## config.mk

```make
export PLATFORM = sky130hd
export DESIGN_NAME = deque_with_rotate_top
export DESIGN_NICKNAME = d
export VERILOG_FILES = /design/src/rtl/core/dqr_pkg.sv /design/src/rtl/core/deque_with_rotate_top.sv /design/src/rtl/core/dqr_ram.sv /design/src/rtl/core/dqr_rem.sv
export SDC_FILE = /design/constraint.sdc
export NUM_CORES = 1
export LEC_CHECK = 0
export BUFFER_PORTS_ARGS = -buffer_cell sky130_fd_sc_hd__buf_2
export CAP_MARGIN = 10
export CORE_ASPECT_RATIO = 2
export CORE_MARGIN = 4
export CORE_UTILIZATION = 50
export CTS_CLUSTER_SIZE = 25
export DETAILED_ROUTE_END_ITERATION = 7
export MAX_ROUTING_LAYER = met4
export PLACE_DENSITY = 0.7
export SYNTH_ARGS = -nofsm -noshare
export SYNTH_HDL_FRONTEND = slang
export SYNTH_HIERARCHICAL = 1
export SYNTH_SLANG_ARGS = --single-unit
```

## constraint.sdc

```tcl
create_clock -name clk -period 12.7 [get_ports clk]
set_input_delay 0 -clock clk [delete_from_list [all_inputs] [get_ports clk]]
set_output_delay 0 -clock clk [all_outputs]
set_load 0.01 [all_outputs]
```

## src/rtl/core/dqr_pkg.sv

```systemverilog
package dqr_pkg;

  localparam int REQ_W = 3;
  localparam int VAL_W = 32;
  localparam int IDX_W = 4;
  localparam int AMT_W = 16;
  localparam int ST_W  = 2;

  typedef enum logic [REQ_W-1:0] {
    REQ_PUSH_BACK  = 3'd0,
    REQ_PUSH_FRONT = 3'd1,
    REQ_POP_BACK   = 3'd2,
    REQ_POP_FRONT  = 3'd3,
    REQ_READ       = 3'd4,
    REQ_ROTATE     = 3'd5
  } req_t;

  typedef enum logic [ST_W-1:0] {
    ST_OK    = 2'd0,
    ST_FULL  = 2'd1,
    ST_EMPTY = 2'd2,
    ST_RANGE = 2'd3
  } status_t;

endpackage

```

## src/rtl/core/deque_with_rotate_top.sv

```systemverilog
// Bounded double-ended queue of signed 32-bit values held in a ring memory.
// A request is taken when start is high and busy is low, and its result is
// shown for exactly one cycle with done high; the receiver cannot stall it.
// Pushes, pops, refused requests and unused codes finish in the execute state,
// and a read that finds its entry adds a wait state because of the registered
// memory read. A rotation first runs a 16-step serial remainder of the amount
// by the count and ends there when the amount is a multiple of the count.
// Otherwise one pass copies the entries into a scratch memory and a second
// pass writes them back in rotated order. Each pass moves one entry per cycle
// and then lets its last write drain.
module deque_with_rotate_top import dqr_pkg::*; #(
  parameter int DEPTH = 16
) (
  input  logic                          clk,
  input  logic                          rst,
  input  logic                          start,
  output logic                          busy,
  input  logic [REQ_W-1:0]              req_type,
  input  logic signed [VAL_W-1:0]       push_value,
  input  logic [IDX_W-1:0]              read_index,
  input  logic [AMT_W-1:0]              rotate_amount,
  output logic                          done,
  output logic signed [VAL_W-1:0]       read_data,
  output logic [$clog2(DEPTH + 1)-1:0]  entry_count,
  output logic [ST_W-1:0]               status
);

  localparam int CW = $clog2(DEPTH + 1);
  localparam int AW = (DEPTH > 1) ? $clog2(DEPTH) : 1;
  localparam int XW = (CW > IDX_W) ? CW : IDX_W;

  typedef enum logic [2:0] {
    S_IDLE, S_EXEC, S_RDWAIT, S_MOD, S_COPY, S_PLACE
  } state_t;

  state_t           state;
  req_t             req_q;
  logic [VAL_W-1:0] value_q;
  logic [IDX_W-1:0] idx_q;
  logic [AMT_W-1:0] amt_q;
  logic [AW-1:0]    head;
  logic [CW-1:0]    count;
  logic [CW-1:0]    cnt;
  logic [AW-1:0]    walk;
  logic [AW-1:0]    j;
  logic             pend;
  logic [AW-1:0]    pend_addr;
  logic             rem_start;
  logic             rem_done;
  logic [CW-1:0]    rem;

  logic             full;
  logic             empty;
  logic             out_of_range;

  logic             ring_we;
  logic [AW-1:0]    ring_waddr;
  logic [VAL_W-1:0] ring_wdata;
  logic [AW-1:0]    ring_raddr;
  logic [VAL_W-1:0] ring_rdata;
  logic             scr_we;
  logic [VAL_W-1:0] scr_rdata;

  function automatic logic [AW-1:0] inc_slot(input logic [AW-1:0] s);
    return (s == AW'(DEPTH - 1)) ? '0 : s + 1'b1;
  endfunction

  function automatic logic [AW-1:0] dec_slot(input logic [AW-1:0] s);
    return (s == '0) ? AW'(DEPTH - 1) : s - 1'b1;
  endfunction

  function automatic logic [AW-1:0] slot_of(input logic [AW-1:0] h,
                                            input logic [AW-1:0] l);
    logic [AW:0] sum;
    sum = {1'b0, h} + {1'b0, l};
    if (sum >= (AW + 1)'(DEPTH)) begin
      sum = sum - (AW + 1)'(DEPTH);
    end
    return AW'(sum);
  endfunction

  assign busy         = (state != S_IDLE);
  assign full         = (count == CW'(DEPTH));
  assign empty        = (count == '0);
  assign out_of_range = (XW'(idx_q) >= XW'(count));

  always_comb begin
    ring_we    = 1'b0;
    ring_waddr = slot_of(head, AW'(count));
    ring_wdata = value_q;
    ring_raddr = slot_of(head, AW'(idx_q));
    if (state == S_EXEC && !full &&
        (req_q == REQ_PUSH_BACK || req_q == REQ_PUSH_FRONT)) begin
      ring_we = 1'b1;
      if (req_q == REQ_PUSH_FRONT) begin
        ring_waddr = dec_slot(head);
      end
    end
    if (state == S_PLACE) begin
      ring_we    = pend;
      ring_waddr = pend_addr;
      ring_wdata = scr_rdata;
    end
    if (state == S_COPY) begin
      ring_raddr = walk;
    end
    scr_we = (state == S_COPY) && pend;
  end

  dqr_ram #(.W(VAL_W), .D(DEPTH), .AW(AW)) u_ring (
    .clk   (clk),
    .we    (ring_we),
    .waddr (ring_waddr),
    .wdata (ring_wdata),
    .raddr (ring_raddr),
    .rdata (ring_rdata)
  );

  dqr_ram #(.W(VAL_W), .D(DEPTH), .AW(AW)) u_scratch (
    .clk   (clk),
    .we    (scr_we),
    .waddr (pend_addr),
    .wdata (ring_rdata),
    .raddr (j),
    .rdata (scr_rdata)
  );

  dqr_rem #(.CW(CW)) u_rem (
    .clk       (clk),
    .rst       (rst),
    .start     (rem_start),
    .dividend  (amt_q),
    .divisor   (count),
    .done      (rem_done),
    .remainder (rem)
  );

  always_ff @(posedge clk) begin
    if (rst) begin
      state     <= S_IDLE;
      head      <= '0;
      count     <= '0;
      done      <= 1'b0;
      rem_start <= 1'b0;
      pend      <= 1'b0;
    end else begin
      done      <= 1'b0;
      rem_start <= 1'b0;
      unique case (state)
        S_IDLE: begin
          if (start) begin
            req_q   <= req_t'(req_type);
            value_q <= push_value;
            idx_q   <= read_index;
            amt_q   <= rotate_amount;
            state   <= S_EXEC;
          end
        end
        S_EXEC: begin
          state       <= S_IDLE;
          done        <= 1'b1;
          read_data   <= '0;
          status      <= ST_OK;
          entry_count <= count;
          case (req_q)
            REQ_PUSH_BACK: begin
              if (full) begin
                status <= ST_FULL;
              end else begin
                count       <= count + 1'b1;
                entry_count <= count + 1'b1;
              end
            end
            REQ_PUSH_FRONT: begin
              if (full) begin
                status <= ST_FULL;
              end else begin
                head        <= dec_slot(head);
                count       <= count + 1'b1;
                entry_count <= count + 1'b1;
              end
            end
            REQ_POP_BACK: begin
              if (empty) begin
                status <= ST_EMPTY;
              end else begin
                count       <= count - 1'b1;
                entry_count <= count - 1'b1;
              end
            end
            REQ_POP_FRONT: begin
              if (empty) begin
                status <= ST_EMPTY;
              end else begin
                head        <= inc_slot(head);
                count       <= count - 1'b1;
                entry_count <= count - 1'b1;
              end
            end
            REQ_READ: begin
              if (empty) begin
                status <= ST_EMPTY;
              end else if (out_of_range) begin
                status <= ST_RANGE;
              end else begin
                done  <= 1'b0;
                state <= S_RDWAIT;
              end
            end
            REQ_ROTATE: begin
              if (empty) begin
                status <= ST_EMPTY;
              end else begin
                done      <= 1'b0;
                rem_start <= 1'b1;
                state     <= S_MOD;
              end
            end
            default: begin
            end
          endcase
        end
        S_RDWAIT: begin
          read_data <= ring_rdata;
          done      <= 1'b1;
          state     <= S_IDLE;
        end
        S_MOD: begin
          if (rem_done) begin
            if (rem == '0) begin
              done  <= 1'b1;
              state <= S_IDLE;
            end else begin
              cnt   <= '0;
              walk  <= head;
              pend  <= 1'b0;
              state <= S_COPY;
            end
          end
        end
        S_COPY: begin
          if (cnt < count) begin
            cnt       <= cnt + 1'b1;
            walk      <= inc_slot(walk);
            pend      <= 1'b1;
            pend_addr <= AW'(cnt);
          end else begin
            pend <= 1'b0;
          end
          if (cnt == count && !pend) begin
            cnt   <= '0;
            walk  <= head;
            j     <= AW'(count - rem);
            state <= S_PLACE;
          end
        end
        S_PLACE: begin
          if (cnt < count) begin
            cnt       <= cnt + 1'b1;
            walk      <= inc_slot(walk);
            j         <= (CW'(j) + 1'b1 == count) ? '0 : j + 1'b1;
            pend      <= 1'b1;
            pend_addr <= walk;
          end else begin
            pend <= 1'b0;
          end
          if (cnt == count && !pend) begin
            done  <= 1'b1;
            state <= S_IDLE;
          end
        end
        default: begin
          state <= S_IDLE;
        end
      endcase
    end
  end

endmodule

```

## src/rtl/core/dqr_ram.sv

```systemverilog
module dqr_ram #(
  parameter int W = 32,
  parameter int D = 16,
  parameter int AW = 4
) (
  input  logic          clk,
  input  logic          we,
  input  logic [AW-1:0] waddr,
  input  logic [W-1:0]  wdata,
  input  logic [AW-1:0] raddr,
  output logic [W-1:0]  rdata
);

  logic [W-1:0] mem [D];

  always_ff @(posedge clk) begin
    if (we) begin
      mem[waddr] <= wdata;
    end
    rdata <= mem[raddr];
  end

endmodule

```

## src/rtl/core/dqr_rem.sv

```systemverilog
module dqr_rem import dqr_pkg::*; #(
  parameter int CW = 5
) (
  input  logic             clk,
  input  logic             rst,
  input  logic             start,
  input  logic [AMT_W-1:0] dividend,
  input  logic [CW-1:0]    divisor,
  output logic             done,
  output logic [CW-1:0]    remainder
);

  localparam int SW = $clog2(AMT_W);

  logic             busy;
  logic [SW-1:0]    step;
  logic [AMT_W-1:0] quo;
  logic [CW:0]      trial;
  logic [CW-1:0]    rem_next;

  always_comb begin
    trial = {remainder, quo[AMT_W-1]};
    if (trial >= {1'b0, divisor}) begin
      rem_next = CW'(trial - {1'b0, divisor});
    end else begin
      rem_next = CW'(trial);
    end
  end

  always_ff @(posedge clk) begin
    if (rst) begin
      busy <= 1'b0;
      done <= 1'b0;
      step <= '0;
    end else begin
      done <= 1'b0;
      if (start) begin
        busy      <= 1'b1;
        quo       <= dividend;
        remainder <= '0;
        step      <= '0;
      end else if (busy) begin
        remainder <= rem_next;
        quo       <= quo << 1;
        step      <= step + 1'b1;
        if (step == SW'(AMT_W - 1)) begin
          busy <= 1'b0;
          done <= 1'b1;
        end
      end
    end
  end

endmodule

```

Word-level counts from Yosys, hierarchy flattened
Memory sizes are Yosys's and may differ from the RTL's. A register that Yosys moved wholly into a read port is not among the register bits.
Index checks and enable logic that the tools add are counted.
- flip-flop bits (word level): 153
- bits in writable memories: 1024
- bits of input ports: 58
- word-level logic and storage cells: 185
- memories kept: 2
- $add $sub $neg: 15
- $lt $le $gt $ge: 5
- eq/ne operators: 25
- multiplexer cells: 76
- bitwise logic cells: 4
- reductions and logical operators: 36
- memory list (name ; words ; width ; read ports ; clocked after memory_dff ; wr ports ; RTL line ; text):
    u_ring.mem ; 16 ; 32 ; 1 ; 1 ; 1 ; dqr_ram.sv:14 ; logic [W-1:0] mem [D];
    u_scratch.mem ; 16 ; 32 ; 1 ; 1 ; 1 ; dqr_ram.sv:14 ;
- operators by type and width (kind ; number):
    2-to-1 mux 4 bit ; 20
    one-hot mux 32 bit (2 select lines) ; 1
    2-to-1 mux 5 bit ; 8
    2-to-1 mux 16 bit ; 2
    2-to-1 mux 32 bit ; 1
    one-hot mux 4 bit (2 select lines) ; 3
    2-to-1 mux 1 bit ; 21
    AND reduction 4 bit ; 5
    adder 4 x 1 -> 4 bit, second input constant ; 4
    2-to-1 mux 3 bit ; 5
    one-hot mux 3 bit (5 select lines) ; 1
    one-hot mux 5 bit (3 select lines) ; 1
    equality test 3 x 2 -> 1 bit, second input constant ; 4
    equality test 3 bit, second input constant ; 4
    equality test 4 bit, second input constant ; 3
    2-to-1 mux 2 bit ; 6
    one-hot mux 4 bit (3 select lines) ; 1
    subtractor 4 x 1 -> 4 bit, second input constant ; 3
    adder 4 x 4 -> 5 bit ; 2
    adder 5 x 1 -> 5 bit, second input constant ; 2
    equality test 5 bit ; 2
    greater-or-equal comparator 5 bit, second input constant ; 2
    zero test 5 bit ; 2
    inequality test 2 x 1 -> 1 bit, second input constant ; 5
    27 further kinds ; 53

Logic depth before layout (Yosys ltp)
- word-level depth: 8
- mapped depth: 11
- depth with buffers taken out: 9

Cells and area by module
The synthesis kept the hierarchy.
- by module, submodules not included (module ; instances ; cells an instance ; area each (µm²) ; sequential area each (µm²)):
    dqr_ram (u_ring) ; 1 ; 838 ; 19854.0 ; 16015.4
    dqr_ram (u_scratch) ; 1 ; 838 ; 19835.3 ; 16015.4
    deque_with_rotate_top ; 1 ; 583 ; 6277.3 ; 3633.5
    dqr_rem ; 1 ; 100 ; 1321.3 ; 750.7

Worst setup path after synthesis
Ideal clock, no wire load.
- path kind: register to register
- start: reg count[1]
- end: mem u_ring.mem[0][0] (enable)
- arrival: 4694 ps
- slack: 7545 ps
- cell stages (with the launch flop): 10
- buffers on the path: 0
- period minus slack after synthesis: 5155 ps
- path through: dfxtp_1 > inv_1 > ha_1 > nor3b_1 > a21boi_0 > nand3_1 > mux2_2 > o21ai_0 > or3b_2 > nor3_1
- elaborated cells on any way between the ends: 15
- classes of those cells: add/sub: 2; order compare: 1; eq/ne: 1; mux: 8; reduce/logical: 3
- RTL lines (element ; RTL line ; text):
    from (decl) ; deque_with_rotate_top.sv:42 ; logic [CW-1:0] count;
    from (signal assigned) ; deque_with_rotate_top.sv:170 ; count <= count + 1'b1;
    from (signal assigned) ; deque_with_rotate_top.sv:179 ; count <= count + 1'b1;
    from (signal assigned) ; deque_with_rotate_top.sv:187 ; count <= count - 1'b1;
    adder 4 x 4 -> 5 bit or equality test 5 bit (tied branches) ; deque_with_rotate_top.sv:75, deque_with_rotate_top.sv:83 ;
    subtractor 4 x 1 -> 4 bit (tied with other cells) ; deque_with_rotate_top.sv:77 ; sum = sum - (AW + 1)'(DEPTH);
    2-to-1 mux 4 bit or logical AND 1 bit (tied branches) ; deque_with_rotate_top.sv:76, deque_with_rotate_top.sv:92 ;
    2-to-1 mux 4 bit or logical AND 1 bit (tied branches) ; deque_with_rotate_top.sv:95, deque_with_rotate_top.sv:92 ;
    2-to-1 mux 4 bit * ; deque_with_rotate_top.sv:92 ; if (state == S_EXEC && !full &&
    2-to-1 mux 4 bit * ; deque_with_rotate_top.sv:99 ; if (state == S_PLACE) begin
    net ring_waddr[3] ; deque_with_rotate_top.sv:57 ; logic [AW-1:0] ring_waddr;
    to (decl) ; dqr_ram.sv:14 ;
Mark *: on every way through the listed nets, which the timed path passes. The rest lies on a longest branch.

Worst setup path after layout
- start: reg count[0]
- end: mem u_ring.mem[11][18] (enable)
Same word-level chain as after synthesis.

==> impl_metrics.ini <==
[sta]
fin_tns_setup_ns = 0
slew_violations = 0
finalCritPeriodShare = 0.407
rsz0062_at_grt = no
finalSetupViolations = 0
whs_ns = 0.0434
hold_violations = 0
min_period_ns = 5.17
worstMarginPinSlew_ns = 1.27
max_freq_mhz = 194
finClkSkew_ns = 0.0326
maxSlewHeadroom = 0.152

[synth]
ys.warnings.count = 6
synth_area_sq_um = 47300
seq_area_frac_synth = 0.770
synth.most_common_cell = edfxtp_1
ys.flop_type = edfxtp_1
ys_types = 68
synth_area_leaders = edfxtp_1, mux4_2, dfxtp_1
syn_area_per_cell_sq_um = 20.0
syn_nets = 2453
synth_top_area_share = 0.734
synthTopCellsByCount = edfxtp_1, mux4_2, nand2_1
ys_seq_elements = 1241
yosys.area.top_type = edfxtp_1
async_flop_share = 0
synth_edf_count = 1156
postSynthCellCount = 2359

[pwr]
p_sw_mw = 1.68
clockPowerShare = 0.394
switching_share = 0.204
power_density_nw_per_um2 = 152
leakagePower_nw = 17.5
p_int_mw = 6.53
seq_power_share = 0.571
power_frac_comb = 0.035
ir_worst_vdd_mv = 0.111

[place]
dp_hpwl_um = 60500
place.gp.congestion = 0.825
placed_cell_area_sq_um = 49400
portBuffers = 98

[clock_tree]
worstSkewPairLatency_ns = 0.69
root_buffer = clkbuf_16
clockBufferDepth = 3
cts_setup_buffers = 0
cts_buffers = 100
htree_num_levels = 3
clock_sinks = 1241
cts_tree = yes
path_clk_slew_ns = 0.07

[final_layout]
nets = 2675
multi_input_area_sq_um = 10500
fill_cells = 6762
area_delta_synth_final_pct = 13.8
drive_above_1_share = 0.237
layout.area.seq_sq_um = 36400
final_area_sq_um = 53800

[critical_path]
cp.required_ns = 13.00
path_class = reg -> reg
worst_setup_path_start_kind = flip-flop
r2r_start = count[0]
r2r_setup_slack_ns = 7.53
critPathArrivalTime_ns = 5.47
r2r_cells = 9
r2r-end = u_ring/mem[11][18]
end_kind = flip-flop
cp_max_fo = 32

[global_routing]
grt_max_degree = 116
gr-total-overflow = 0
antenna_found_initial = 1
grt_pass1_vias = 24400
grt_pass1_wl_um = 155000
grt_usage = 0.215

[flow_run]
maxCapViolCount = 0

[floorplan]
pin_count = 99
core_area_sq_um = 93900
rows = 159
dieWidth_um = 225
dieArea_sq_um = 99900
initial_core_util = 0.504
die_y_um = 443

[detailed_routing]
drc = 0
drt_iter0_drc = 2109
wl_um = 103000
wl_per_cell_um = 26.7
ant_nets = 0
num_vias = 23100
vias_per_cell = 5.97
drtPass1Iterations = 5

[worst_hold_path]
min_to = value_q[2]
hp-class = in -> reg
hold_depth = 2
min_from = push_value[2]

[outcome]
status = finished clean
==> cell usage in the layout (no fill, tap or decap), types with 32 or more instances in the layout <==
cell and count:
a22oi_1 129, and2_1 36, buf_2 98, buf_4 38, clkbuf_16 101, dfxtp_1 85, dlygate4sd3_1 96, edfxtp_1 1156
ha_1 32, mux4_2 256, nand2_1 202, nor2_1 45
==> flip-flops by register name, summed over array words and instances, names as in the netlist, 3 cells and up <==
signal	cells
u_scratch/mem	512
idx_q	4
amt_q	16
u_ring/mem	512
u_scratch/rdata	32
pend_addr	4
req_q	3
state	3
entry_count	5
count	5
value_q	32
u_rem/quo	16
u_rem/remainder	5
cnt	5
u_ring/rdata	32
head	4
u_rem/step	4
j	4
read_data	32
walk	4
==> through the flow <==
| stage | instances | setup slack (ns) | util | power, mW |
|---|---|---|---|---|
| after floorplan | 2359 | 7.55 | - | 4.91 |
| after global placement | 3588 | 7.79 | 0.526 | 5.03 |
| after detailed placement | 3588 | 7.49 | 0.526 | 5.05 |
| after CTS | 3868 | 7.48 | 0.573 | 8.28 |
| after global routing | 3871 | 7.18 | 0.573 | 8.47 |
| final | 3871 | 7.53 | 0.573 | 8.21 |
==> worst max-delay path by stage <==
stage / startpoint / to / slack [ns] / depth (start not counted)
after detailed placement: count[0] / u_ring/mem[3][21] / 7.49 / 9
after CTS: count[0] / u_ring/mem[3][25] / 7.48 / 9
after floorplan: count[1] / u_ring/mem[0][0] / 7.55 / 9
after global placement: count[1] / u_ring/mem[3][16] / 7.79 / 9
after global routing: count[0] / u_ring/mem[13][16] / 7.18 / 9
final: count[0] / u_ring/mem[11][18] / 7.53 / 9
==> critical path, stage by stage, from the launching register on <==
cell and delay [ns]:
dfxtp_1 0.59, inv_1 0.23, ha_1 0.29, nor3b_1 0.19, a21boi_0 0.51, nand3_1 0.40, mux2i_1 0.21, o21ai_0 0.80
nand2_1 0.49, nor2_4 1.04
==> power groups by stage <==
stage | Combinational [mW] | Clock (mW) | Sequential [mW]
floorplan | 0.183 | 0 | 4.72
global placement | 0.266 | 0 | 4.77
detailed placement | 0.270 | 0 | 4.78
CTS | 0.294 | 3.30 | 4.69
global route | 0.314 | 3.46 | 4.70
finish | 0.289 | 3.23 | 4.69
==> routing by layer <==
metal	vias up	part of all wire	global-route usage
li1	9961	-	-
met1	12200	0.38	0.267
met2	775	0.55	0.377
met3	140	0.054	0.0264
met4	0	0.023	0.0573
met5	-	0	-
==> layout make-up <==
type / instances / area share
Timing Repair Buffer: 235 / 0.0335
Antenna cell: 1 / 0.0000465
Inverter: 30 / 0.00209
Tap cell: 1207 / 0.0281
Clock inverter: 65 / 0.0146
Multi-Input combinational cell: 973 / 0.196
Sequential cell: 1241 / 0.677
Clock buffer: 119 / 0.0493
==> kinds of logic after synthesis <==
kind of cell / after synthesis / synth area share
flops: 1241 / 0.770
simple gates: 391 / 0.0372
mux: 281 / 0.128
compound gates: 237 / 0.0357
buf+inv: 145 / 0.0140
fa+ha+maj: 36 / 0.0102
xor+xnor: 28 / 0.00519
==> repair_timing <==
action                    in CTS  in global routing
gates resized for setup        0                  0
hold endpoints to repair      69                  0
hold buffers                  96                  0
No activity file was read; power rests on OpenSTA's default activity.
